==> config.mk <==
export PLATFORM = sky130hd
export DESIGN_NAME = q_table_update_engine_unit
export DESIGN_NICKNAME = d
export VERILOG_FILES = /design/src/rtl/qtue_pkg.sv /design/src/rtl/q_table_update_engine_unit.sv /design/src/rtl/qtue_ram.sv /design/src/rtl/qtue_calc.sv
export VERILOG_INCLUDE_DIRS = /design/src /design/src/rtl
export SDC_FILE = /design/constraint.sdc
export NUM_CORES = 2
export LEC_CHECK = 0
export BUFFER_PORTS_ARGS = -buffer_cell sky130_fd_sc_hd__buf_2
export CAP_MARGIN = 10
export CORE_ASPECT_RATIO = 1.2
export CORE_MARGIN = 3
export CORE_UTILIZATION = 55
export CTS_BUF_LIST = sky130_fd_sc_hd__clkbuf_8
export DETAILED_ROUTE_END_ITERATION = 16
export GPL_ROUTABILITY_DRIVEN = 0
export HOLD_SLACK_MARGIN = 0.02
export PLACE_DENSITY_LB_ADDON = 0.2
export SYNTH_ARGS = -nofsm -noshare
export SYNTH_HDL_FRONTEND = slang
export SYNTH_SLANG_ARGS = --single-unit
==> constraint.sdc <==
create_clock -name clk -period 9.8 [get_ports clk]
set_input_delay 1.47 -clock clk [delete_from_list [all_inputs] [get_ports clk]]
set_output_delay 1.47 -clock clk [all_outputs]
set_load 0.005 [all_outputs]
==> src/rtl/q_table_update_engine_unit_macros.svh <==
// Assertion macros for the Q table update engine
`ifndef Q_TABLE_UPDATE_ENGINE_UNIT_MACROS_SVH
`define Q_TABLE_UPDATE_ENGINE_UNIT_MACROS_SVH

// same-cycle implication, checked out of reset
`define QTUE_ASSERT_IMP(name, ante, cons, msg) \
    name: assert property (@(posedge clk) disable iff (!rst_n) (ante) |-> (cons)) \
        else $error(msg);

// next-cycle implication, checked out of reset
`define QTUE_ASSERT_NXT(name, ante, cons, msg) \
    name: assert property (@(posedge clk) disable iff (!rst_n) (ante) |=> (cons)) \
        else $error(msg);

`endif

==> src/rtl/qtue_pkg.sv <==
// Shared constants, types and helpers of the Q table update engine
`timescale 1ns / 1ps
`default_nettype none

package qtue_pkg;

    localparam int NUM_STATES  = 8;
    localparam int NUM_ACTIONS = 4;
    localparam int Q_WIDTH     = 16;

    // fixed field widths
    localparam int STATE_W  = 3;
    localparam int ACTION_W = 2;
    localparam int REWARD_W = 8;
    localparam int RATE_W   = 9;
    localparam int CFG_IDX_W = 1;

    localparam int ROW_W  = $clog2(NUM_STATES);
    localparam int COL_W  = $clog2(NUM_ACTIONS);
    localparam int DEPTH  = NUM_STATES * NUM_ACTIONS;
    localparam int ADDR_W = $clog2(DEPTH);
    localparam int CNT_W  = $clog2(NUM_ACTIONS + 1);

    localparam logic [RATE_W-1:0] RATE_ONE        = 9'd256;
    localparam logic [RATE_W-1:0] LEARN_RATE_RST  = 9'd26;
    localparam logic [RATE_W-1:0] DISCOUNT_RST    = 9'd230;

    localparam logic [CFG_IDX_W-1:0] CFG_LEARNING_RATE = 1'b0;
    localparam logic [CFG_IDX_W-1:0] CFG_DISCOUNT      = 1'b1;

    localparam logic FUNC_UPDATE = 1'b0;
    localparam logic FUNC_QUERY  = 1'b1;

    // arithmetic scaling
    localparam int REWARD_SHIFT = 16;
    localparam int OLD_SHIFT    = 8;
    localparam int ACC_SHIFT    = 16;
    localparam int ROUND_HALF   = 32768;

    localparam int P1_W  = Q_WIDTH + 10;
    localparam int P2_W  = Q_WIDTH + 10;
    localparam int T_W   = ((P1_W > REWARD_W + REWARD_SHIFT) ? P1_W : REWARD_W + REWARD_SHIFT) + 1;
    localparam int P3_W  = T_W + 10;
    localparam int ACC_W = ((P2_W + OLD_SHIFT > P3_W) ? P2_W + OLD_SHIFT : P3_W) + 2;
    localparam int SH_W  = ACC_W - ACC_SHIFT;

    localparam logic signed [Q_WIDTH-1:0] Q_MAX_V = {1'b0, {(Q_WIDTH-1){1'b1}}};
    localparam logic signed [Q_WIDTH-1:0] Q_MIN_V = {1'b1, {(Q_WIDTH-1){1'b0}}};

    typedef struct packed {
        logic [RATE_W-1:0]          alpha;
        logic [RATE_W-1:0]          gamma;
        logic signed [REWARD_W-1:0] reward;
        logic signed [Q_WIDTH-1:0]  old_q;
        logic signed [Q_WIDTH-1:0]  max_q;
    } calc_req_t;

    typedef struct packed {
        logic                      done;
        logic signed [Q_WIDTH-1:0] value;
    } calc_rsp_t;

    function automatic logic [ROW_W-1:0] row_wrap(input logic [STATE_W-1:0] v);
        logic [STATE_W:0] r;
        r = {1'b0, v};
        for (int i = 0; i < 4; i++) begin
            if (int'(r) >= NUM_STATES)
                r = (STATE_W+1)'(int'(r) - NUM_STATES);
        end
        return ROW_W'(r);
    endfunction

    function automatic logic [COL_W-1:0] col_wrap(input logic [ACTION_W-1:0] v);
        logic [ACTION_W:0] r;
        r = {1'b0, v};
        for (int i = 0; i < 2; i++) begin
            if (int'(r) >= NUM_ACTIONS)
                r = (ACTION_W+1)'(int'(r) - NUM_ACTIONS);
        end
        return COL_W'(r);
    endfunction

    function automatic logic [ADDR_W-1:0] entry_addr(input logic [ROW_W-1:0] row,
                                                     input logic [COL_W-1:0] col);
        return ADDR_W'(ADDR_W'(row) * ADDR_W'(NUM_ACTIONS)) + ADDR_W'(col);
    endfunction

endpackage

`default_nettype wire

==> src/rtl/q_table_update_engine_unit.sv <==
// Q table update engine top level: sequencer, row scan, blend pipeline and table store
//
// Input channel: in_valid / in_stall carries one word per item (func, cur_state,
// next_state_idx, action, reward). Output channel: out_valid / out_stall carries
// best_action, best_q and new_q. Registers are written through cfg_wr_en,
// cfg_idx and cfg_data; the user must write them only while the block is
// idle, as the block itself does not enforce it. One item is processed at a
// time. The table store has a single read port, so a row scan reads one
// action's entry per cycle and an update adds one more read for the old entry;
// the blend then runs through a four-stage multiply pipeline. A query passes
// the scan, drain and done steps; an update also passes the start and calc
// steps. A finished result is held in the output register, so the next word
// is accepted while it waits; a stalled receiver holds the block in its final
// step only once the following result is ready.
// Reset clears the table (per-entry valid flags, unwritten entries read as
// zero), loads learning_rate 26 and discount 230, and empties the output.
`timescale 1ns / 1ps
`default_nettype none

`include "q_table_update_engine_unit_macros.svh"

module q_table_update_engine_unit
    import qtue_pkg::*;
(
    input  wire logic                       clk,
    input  wire logic                       rst_n,

    input  wire logic                       cfg_wr_en,
    input  wire logic [CFG_IDX_W-1:0]       cfg_idx,
    input  wire logic [RATE_W-1:0]          cfg_data,

    input  wire logic                       in_valid,
    output logic                            in_stall,
    input  wire logic                       func,
    input  wire logic [STATE_W-1:0]         cur_state,
    input  wire logic [STATE_W-1:0]         next_state_idx,
    input  wire logic [ACTION_W-1:0]        action,
    input  wire logic signed [REWARD_W-1:0] reward,

    output logic                            out_valid,
    input  wire logic                       out_stall,
    output logic [COL_W-1:0]                best_action,
    output logic signed [Q_WIDTH-1:0]       best_q,
    output logic signed [Q_WIDTH-1:0]       new_q
);

    typedef enum logic [2:0] {
        S_IDLE,
        S_READ,
        S_DRAIN,
        S_START,
        S_CALC,
        S_DONE
    } state_t;

    state_t state_reg, state_next;

    logic [RATE_W-1:0]          lr_reg, lr_next;
    logic [RATE_W-1:0]          disc_reg, disc_next;
    logic                       func_reg, func_next;
    logic [ROW_W-1:0]           cur_row_reg, cur_row_next;
    logic [ROW_W-1:0]           nxt_row_reg, nxt_row_next;
    logic [COL_W-1:0]           act_col_reg, act_col_next;
    logic signed [REWARD_W-1:0] reward_reg, reward_next;
    logic [CNT_W-1:0]           cnt_reg, cnt_next;
    logic                       rd_vld_reg, rd_vld_next;
    logic [CNT_W-1:0]           rd_idx_reg, rd_idx_next;
    logic                       rd_ent_vld_reg, rd_ent_vld_next;
    logic [DEPTH-1:0]           ent_vld_reg, ent_vld_next;
    logic [COL_W-1:0]           best_col_reg, best_col_next;
    logic signed [Q_WIDTH-1:0]  best_val_reg, best_val_next;
    logic signed [Q_WIDTH-1:0]  old_reg, old_next;
    logic signed [Q_WIDTH-1:0]  new_reg, new_next;
    logic                       out_valid_reg, out_valid_next;
    logic [COL_W-1:0]           out_col_reg, out_col_next;
    logic signed [Q_WIDTH-1:0]  out_best_reg, out_best_next;
    logic signed [Q_WIDTH-1:0]  out_new_reg, out_new_next;

    logic                      calc_start;
    calc_req_t                 calc_req;
    calc_rsp_t                 calc_rsp;
    logic                      mem_we;
    logic [ADDR_W-1:0]         mem_waddr;
    logic [ADDR_W-1:0]         mem_raddr;
    logic [Q_WIDTH-1:0]        mem_rdata;
    logic [CNT_W-1:0]          last_cnt;
    logic [ROW_W-1:0]          scan_row;
    logic signed [Q_WIDTH-1:0] rd_entry;

    qtue_ram #(
        .WIDTH (Q_WIDTH),
        .DEPTH (DEPTH)
    ) u_store (
        .clk   (clk),
        .we    (mem_we),
        .waddr (mem_waddr),
        .wdata (calc_rsp.value),
        .raddr (mem_raddr),
        .rdata (mem_rdata)
    );

    qtue_calc u_calc (
        .clk   (clk),
        .rst_n (rst_n),
        .start (calc_start),
        .req   (calc_req),
        .rsp   (calc_rsp)
    );

    always_comb
    begin
        calc_req.alpha  = (lr_reg > RATE_ONE) ? RATE_ONE : lr_reg;
        calc_req.gamma  = (disc_reg > RATE_ONE) ? RATE_ONE : disc_reg;
        calc_req.reward = reward_reg;
        calc_req.old_q  = old_reg;
        calc_req.max_q  = best_val_reg;
    end

    assign in_stall    = (state_reg != S_IDLE);
    assign out_valid   = out_valid_reg;
    assign best_action = out_col_reg;
    assign best_q      = out_best_reg;
    assign new_q       = out_new_reg;

    always_comb
    begin
        state_next      = state_reg;
        lr_next         = lr_reg;
        disc_next       = disc_reg;
        func_next       = func_reg;
        cur_row_next    = cur_row_reg;
        nxt_row_next    = nxt_row_reg;
        act_col_next    = act_col_reg;
        reward_next     = reward_reg;
        cnt_next        = cnt_reg;
        rd_vld_next     = 1'b0;
        rd_idx_next     = rd_idx_reg;
        ent_vld_next    = ent_vld_reg;
        best_col_next   = best_col_reg;
        best_val_next   = best_val_reg;
        old_next        = old_reg;
        new_next        = new_reg;
        out_valid_next  = out_valid_reg;
        out_col_next    = out_col_reg;
        out_best_next   = out_best_reg;
        out_new_next    = out_new_reg;
        calc_start      = 1'b0;
        mem_we          = 1'b0;
        mem_waddr       = entry_addr(cur_row_reg, act_col_reg);
        mem_raddr       = '0;

        last_cnt = (func_reg == FUNC_QUERY) ? CNT_W'(NUM_ACTIONS - 1) : CNT_W'(NUM_ACTIONS);
        scan_row = (func_reg == FUNC_QUERY) ? cur_row_reg : nxt_row_reg;
        rd_entry = rd_ent_vld_reg ? $signed(mem_rdata) : '0;

        if (cfg_wr_en) begin
            case (cfg_idx)
                CFG_LEARNING_RATE: lr_next   = cfg_data;
                CFG_DISCOUNT:      disc_next = cfg_data;
                default:           ;
            endcase
        end

        if (out_valid_reg && !out_stall)
            out_valid_next = 1'b0;

        // returning read data: scan columns first, then the old entry
        if (rd_vld_reg) begin
            if (rd_idx_reg < CNT_W'(NUM_ACTIONS)) begin
                if (rd_idx_reg == '0 || rd_entry >= best_val_reg) begin
                    best_val_next = rd_entry;
                    best_col_next = COL_W'(rd_idx_reg);
                end
            end else begin
                old_next = rd_entry;
            end
        end

        case (state_reg)
            S_IDLE:
            begin
                if (in_valid) begin
                    func_next    = func;
                    cur_row_next = row_wrap(cur_state);
                    nxt_row_next = row_wrap(next_state_idx);
                    act_col_next = col_wrap(action);
                    reward_next  = reward;
                    cnt_next     = '0;
                    state_next   = S_READ;
                end
            end
            S_READ:
            begin
                if (cnt_reg < CNT_W'(NUM_ACTIONS))
                    mem_raddr = entry_addr(scan_row, COL_W'(cnt_reg));
                else
                    mem_raddr = entry_addr(cur_row_reg, act_col_reg);
                rd_vld_next = 1'b1;
                rd_idx_next = cnt_reg;
                cnt_next    = cnt_reg + 1'b1;
                if (cnt_reg == last_cnt)
                    state_next = S_DRAIN;
            end
            S_DRAIN:
            begin
                new_next   = '0;
                state_next = (func_reg == FUNC_QUERY) ? S_DONE : S_START;
            end
            S_START:
            begin
                calc_start = 1'b1;
                state_next = S_CALC;
            end
            S_CALC:
            begin
                if (calc_rsp.done) begin
                    mem_we                  = 1'b1;
                    ent_vld_next[mem_waddr] = 1'b1;
                    new_next                = calc_rsp.value;
                    state_next              = S_DONE;
                end
            end
            S_DONE:
            begin
                if (!out_valid_reg || !out_stall) begin
                    out_valid_next = 1'b1;
                    out_col_next   = best_col_reg;
                    out_best_next  = best_val_reg;
                    out_new_next   = new_reg;
                    state_next     = S_IDLE;
                end
            end
            default:
            begin
                state_next = S_IDLE;
            end
        endcase

        // the valid flag travels with the read data
        rd_ent_vld_next = ent_vld_reg[mem_raddr];
    end

    always_ff @(posedge clk or negedge rst_n)
    begin
        if (!rst_n) begin
            state_reg      <= S_IDLE;
            lr_reg         <= LEARN_RATE_RST;
            disc_reg       <= DISCOUNT_RST;
            func_reg       <= FUNC_UPDATE;
            cur_row_reg    <= '0;
            nxt_row_reg    <= '0;
            act_col_reg    <= '0;
            reward_reg     <= '0;
            cnt_reg        <= '0;
            rd_vld_reg     <= 1'b0;
            rd_idx_reg     <= '0;
            rd_ent_vld_reg <= 1'b0;
            ent_vld_reg    <= '0;
            best_col_reg   <= '0;
            best_val_reg   <= '0;
            old_reg        <= '0;
            new_reg        <= '0;
            out_valid_reg  <= 1'b0;
            out_col_reg    <= '0;
            out_best_reg   <= '0;
            out_new_reg    <= '0;
        end else begin
            state_reg      <= state_next;
            lr_reg         <= lr_next;
            disc_reg       <= disc_next;
            func_reg       <= func_next;
            cur_row_reg    <= cur_row_next;
            nxt_row_reg    <= nxt_row_next;
            act_col_reg    <= act_col_next;
            reward_reg     <= reward_next;
            cnt_reg        <= cnt_next;
            rd_vld_reg     <= rd_vld_next;
            rd_idx_reg     <= rd_idx_next;
            rd_ent_vld_reg <= rd_ent_vld_next;
            ent_vld_reg    <= ent_vld_next;
            best_col_reg   <= best_col_next;
            best_val_reg   <= best_val_next;
            old_reg        <= old_next;
            new_reg        <= new_next;
            out_valid_reg  <= out_valid_next;
            out_col_reg    <= out_col_next;
            out_best_reg   <= out_best_next;
            out_new_reg    <= out_new_next;
        end
    end

    `QTUE_ASSERT_NXT(a_busy_after_accept, in_valid && !in_stall, in_stall, "accepted word did not start work")
    `QTUE_ASSERT_IMP(a_calc_done_in_calc, calc_rsp.done, state_reg == S_CALC, "blend result outside calc step")
    `QTUE_ASSERT_IMP(a_read_data_in_scan, rd_vld_reg, state_reg == S_READ || state_reg == S_DRAIN, "read data returned outside scan")

endmodule

`default_nettype wire

==> src/rtl/qtue_ram.sv <==
// Generic single-port-write RAM with one registered read port
`timescale 1ns / 1ps
`default_nettype none

module qtue_ram #(
    parameter int WIDTH = 16,
    parameter int DEPTH = 32
) (
    input  wire logic                     clk,
    input  wire logic                     we,
    input  wire logic [$clog2(DEPTH)-1:0] waddr,
    input  wire logic [WIDTH-1:0]         wdata,
    input  wire logic [$clog2(DEPTH)-1:0] raddr,
    output logic      [WIDTH-1:0]         rdata
);

    logic [WIDTH-1:0] mem [DEPTH];

    always_ff @(posedge clk)
    begin
        if (we)
            mem[waddr] <= wdata;
        rdata <= mem[raddr];
    end

endmodule

`default_nettype wire

==> src/rtl/qtue_calc.sv <==
// Four-stage pipeline for the Q value blend, rounding and saturation
`timescale 1ns / 1ps
`default_nettype none

module qtue_calc
    import qtue_pkg::*;
(
    input  wire logic      clk,
    input  wire logic      rst_n,
    input  wire logic      start,
    input  wire calc_req_t req,
    output calc_rsp_t      rsp
);

    logic [3:0] vld_reg;
    logic [3:0] vld_next;

    logic signed [P1_W-1:0]     p1_reg;
    logic signed [P2_W-1:0]     p2_reg;
    logic signed [P2_W-1:0]     p2b_reg;
    logic signed [P2_W-1:0]     p2c_reg;
    logic [RATE_W-1:0]          alpha1_reg;
    logic [RATE_W-1:0]          alpha2_reg;
    logic signed [REWARD_W-1:0] rwd1_reg;
    logic signed [T_W-1:0]      t_reg;
    logic signed [P3_W-1:0]     p3_reg;
    logic signed [Q_WIDTH-1:0]  value_reg;

    logic signed [P1_W-1:0]    p1_next;
    logic signed [P2_W-1:0]    p2_next;
    logic signed [T_W-1:0]     t_next;
    logic signed [P3_W-1:0]    p3_next;
    logic signed [ACC_W-1:0]   acc;
    logic signed [SH_W-1:0]    sh;
    logic signed [Q_WIDTH-1:0] value_next;
    logic [RATE_W-1:0]         one_minus;

    always_comb
    begin
        vld_next  = {vld_reg[2:0], start};
        one_minus = RATE_ONE - req.alpha;

        // stage 1: gamma * max and (1 - alpha) * old
        p1_next = P1_W'($signed({1'b0, req.gamma})) * P1_W'(req.max_q);
        p2_next = P2_W'($signed({1'b0, one_minus})) * P2_W'(req.old_q);

        // stage 2: reward scaled to 2^16 plus discounted max
        t_next = (T_W'(rwd1_reg) <<< REWARD_SHIFT) + T_W'(p1_reg);

        // stage 3: alpha * target
        p3_next = P3_W'($signed({1'b0, alpha2_reg})) * P3_W'(t_reg);

        // stage 4: blend, round half up, saturate
        acc = (ACC_W'(p2c_reg) <<< OLD_SHIFT) + ACC_W'(p3_reg) + ACC_W'(ROUND_HALF);
        sh  = acc[ACC_W-1:ACC_SHIFT];
        if (sh > SH_W'(Q_MAX_V))
            value_next = Q_MAX_V;
        else if (sh < SH_W'(Q_MIN_V))
            value_next = Q_MIN_V;
        else
            value_next = Q_WIDTH'(sh);
    end

    always_ff @(posedge clk or negedge rst_n)
    begin
        if (!rst_n)
            vld_reg <= '0;
        else
            vld_reg <= vld_next;
    end

    always_ff @(posedge clk)
    begin
        p1_reg     <= p1_next;
        p2_reg     <= p2_next;
        alpha1_reg <= req.alpha;
        rwd1_reg   <= req.reward;
        t_reg      <= t_next;
        p2b_reg    <= p2_reg;
        alpha2_reg <= alpha1_reg;
        p3_reg     <= p3_next;
        p2c_reg    <= p2b_reg;
        value_reg  <= value_next;
    end

    assign rsp.done  = vld_reg[3];
    assign rsp.value = value_reg;

endmodule

`default_nettype wire

==> metrics.md <==
| Metric | Value |
|---|---|
| H-tree depth | `4` |
| Max-cap violations | `0` |
| Endpoint type of the worst setup path | `flip-flop` |
| Data required time at the worst endpoint | `about 11 ns` |
| Min-delay src | `u_calc.p1_reg[14]` |
| GRT Residual Overflow | `0` |
| Seq/Total Area, Yosys | `44.99%` |
| Post-CTS Setup Inserts | `0` |
| WL final | `126000 microns` |
| Worst rel slew slack | `between 10% and 20%` |
| Initial antenna violation count | `4` |
| IO Count | `between 60 and 70` |
| PortBufs | `67` |
| Detailed Routing Iterations Pass 1 | `6` |
| Die W | `289.9 microns` |
| Setup TNS | `0 ns` |
| CP top delay family | `compound AO/OA/AOI/OAI gates` |
| Via count | `34440` |
| Crit path from | `disc_reg[8]` |
| Die span in y | `346.6 microns` |
| Core Util, Final | `60.39%` |
| Routed vias/inst | `5.579` |
| Max-slew violation count | `0` |
| Hold Slack | `0.3181 ns` |
| Hold Fails Final Rpt | `0` |
| HPWL after DPL | `around 87000 microns` |
| CP max-delay cell | `nor2b_1` |
| Cell Chain, Critical Path | `nor2b_1 > nand2_1 > fa_1 > inv_1 > ha_1 > ha_1 > inv_1 > fa_1 > fa_1 > inv_1 > ha_1 > a21oi_1 > o21bai_1 > a21oi_1 > nor2b_1 > o21a_1 > o31ai_1 > a211oi_1 > o31ai_1 > o21ai_0 > o41ai_1 > xnor2_1` |
| Clk_lat worst skew | `0.83 ns` |
| Placed cells | `5906` |
| # DRC | `0` |
| Largest register FFs | `about 510` |
| Starting Density | `55.64%` |
| Seq cells post-synth | `roughly 900` |
| EDFF count, synth | `roughly 510` |
| CP peak stage delay | `1.09 ns` |
| Vias in the first global route | `35710` |
| Final instance area | `0.05772 sq mm` |
| Largest net degree at the start of global routing | `131` |
| Final min period | `7.398 ns` |
| Bufs on Longest Clock Path | `3` |
| Setup crit start kind | `flip-flop` |
| Final Cycle Share | `roughly three quarters` |
| Final Skew | `0.03904 ns` |
| Nets | `5516` |
| Cts hold-fix bufs | `0` |
| Unique masters post-synth | `a little under 100` |
| CP arrival | `8.14 ns` |
| # clock sinks | `897` |
| Yosys warns | `0` |
| Initial DRC Count | `2219` |
| Wire per inst | `between 20 and 25 microns` |
| Syn nets | `5441` |
| Crit path max fanout | `25` |
| Die area | `~0.1 sq mm` |
| Synthesized area | `0.05318 sq mm` |
| Post-route ant nets | `0` |
| Area post-placement | `0.05491 sq mm` |
| Final setup violation count | `0` |
| Worst hold path type | `reg2reg` |
| RSZ-0062 raised after global routing | `no` |
| CTS clk-pin slew, worst paths | `0.06 ns` |
| Kind of critical path | `reg2reg` |
| Rows | `about 120` |
| FMAX | `135.2 MHz` |
| Non-Filler Instances | `6172` |
| Post-Syn Instances | `between 4000 and 5000` |
| P&R area growth vs syn | `8.538%` |
| Area of the core | `between 0.09 and 0.1 sq mm` |
| Pwr dens | `325.9 mW/mm^2` |
| Maximum VDD drop | `0.2539 mV` |
| Leak Pwr | `25.44 nW` |
| Fraction of registers with async set/reset | `18.62%` |
| PostCTS Resize Cnt | `0` |
| First-pass GRT wire length | `between 200000 and 250000 microns` |
| Clock root cell | `clkbuf_8` |
| WP buf/inv | `3` |
| Share of layout cells above drive strength 1 | `11.10%` |
| Reg2reg start | `disc_reg[8]` |
| TritonCTS buffer count | `144` |
| Total track usage | `25.58%` |
| Status | `complete, no violations` |
| Synthesized area per cell | `about 11 sq um` |
| Worst-Margin Slew | `approximately 1.3 ns` |
| Synth Flop Type | `edfxtp_1` |
| CTS tree | `yes` |
[metrics by stage]
stage          power (mW)  worst slack [ns]
6_report            18.81             2.402
5_1_grt             20.47             2.015
4_1_cts             19.00             1.852
3_5_place_dp        15.79             1.930
3_3_place_gp        15.65             2.072
2_1_floorplan       12.89             2.930
[cells in the mapped netlist, types with 3 or more instances]
library cell  count  area, sq um
a21oi_1         127        635.6
o21ai_0          76        380.4
and2_1          449         2809
clkbuf_1        198        743.2
o21bai_1         19        142.6
a311oi_1         69        604.3
xnor2_1          84        735.7
ha_1            248         3103
nor2_1          103        386.6
a31o_2            6        52.55
inv_1           577         2166
nor2b_1          40        250.2
nand2b_1         13        81.33
or2_2            42        262.8
o211a_1           3        30.03
and3_1            9        56.30
xor2_1           41        359.1
o31a_1            5        43.79
nand4_1          10        62.56
or3_1            13        81.33
a21boi_0          3        22.52
o21a_1           21        157.7
nor3_1           26        130.1
buf_1            16        60.06
o211ai_1          5        37.54
a31oi_1          74        462.9
edfxtp_1        512        15370
a211oi_1        202         1516
a41oi_1           3        26.28
fa_1            443         8869
dfxtp_1         218         4364
o22ai_1          10        62.56
and2_0           10        62.56
mux2_2           88        991.0
mux2i_1           4        40.04
nand3_1          28        140.1
o2111ai_1         5        43.79
dfrtp_1         159         3979
a21o_1           47        352.8
o31ai_1          12        90.09
dfstp_2           8        210.2
or4b_1            4        40.04
o22ai_2          10        125.1
nor4_1            5        31.28
nand2_1         602         2260
[power breakdown]
| group | switching, mW | leakage (nW) | internal, mW |
|---|---|---|---|
| Clock | 1.50 | 1.67 | 1.57 |
| Sequential | 0.573 | 8.56 | 4.89 |
| Combinational | 6.27 | 15.2 | 4.01 |
| Total | 8.34 | 25.4 | 10.5 |
[per-layer routing]
layer  routed length (microns)  global-route usage [%]  vias to the layer above
li1                          -                       -                    15970
met5                        13                       0                        -
met1                     50260                   31.13                    17340
met3                      5316                   3.301                      259
met2                     63750                   44.89                      873
met4                      6625                   12.86                        2
[cells by family (layout without fill, tap and decap cells)]
kind of cell	count (synthesis)	after routing	share of synthesized area, %
xor gates and xnor gates	125	125	2.059
adders and majority gates	691	691	22.51
muxes	92	92	1.939
AOI/OAI and AO/OA	729	729	9.642
and+or+nand+nor	1383	1383	13.05
buffers and inverters	801	994	5.807
other	0	1	0
DFF	897	897	44.99
[worst reg2reg max path, stage by stage, from the launching register on]
cell and delay, ns:
dfrtp_1 0.70, nor2b_1 1.09, nand2_1 0.21, fa_1 0.58
inv_1 0.05, ha_1 0.27, ha_1 0.28, inv_1 0.05
fa_1 0.45, fa_1 0.49, inv_1 0.04, ha_1 0.31
a21oi_1 0.24, o21bai_1 0.09, a21oi_1 0.23, nor2b_1 0.08
o21a_1 0.19, o31ai_1 0.39, a211oi_1 0.22, o31ai_1 0.50
o21ai_0 0.26, o41ai_1 0.45, xnor2_1 0.17
[final timing paths]
path / depth (start not counted) / slack (ns) / endpoint
setup / recovery: 22 / 2.40 / u_calc.p1_reg[24]
hold / removal: 0 / 0.32 / u_calc.t_reg[14]
hold reg to reg: 0 / 0.32 / u_calc.t_reg[14]
max in group asynchronous: 3 / 7.16 / new_reg[0]
min in group asynchronous: 1 / 0.61 / ent_vld_reg[23]
setup reg to reg: 22 / 2.40 / u_calc.p1_reg[24]
[area by class of cell]
| cell class | instances | area (sq um) |
|---|---|---|
| clock buffers | 162 | 2230 |
| well taps | 1260 | 1577 |
| clock inverters | 102 | 571.8 |
| fillers | 7802 | 37850 |
| flip-flops and latches | 897 | 23930 |
| diodes | 1 | 2.502 |
| multi-input cells | 3020 | 26230 |
| inverters | 578 | 2170 |
| repair buffers | 152 | 1011 |
[cell usage in the layout, fill, tap and decap left out, types with 13 or more instances in the layout]
cell type and n:
dfxtp_1 218, o21ai_0 76, edfxtp_1 512, o21bai_1 19, ha_1 248, inv_1 645
xor2_1 41, a211oi_1 202, a311oi_1 69, nor2b_1 40, dfrtp_1 159, buf_2 66
or2_2 42, nor3_1 25, and2_1 448, mux2_2 88, o21a_1 21, nand2_1 600
nand2b_1 13, a21oi_1 125, clkbuf_8 163, a21o_1 47, xnor2_1 84, fa_1 443
or3_1 13, nand3_1 27, nor2_1 101, buf_4 82, a31oi_1 74
Note: power is estimated with default switching activity, not from simulation.
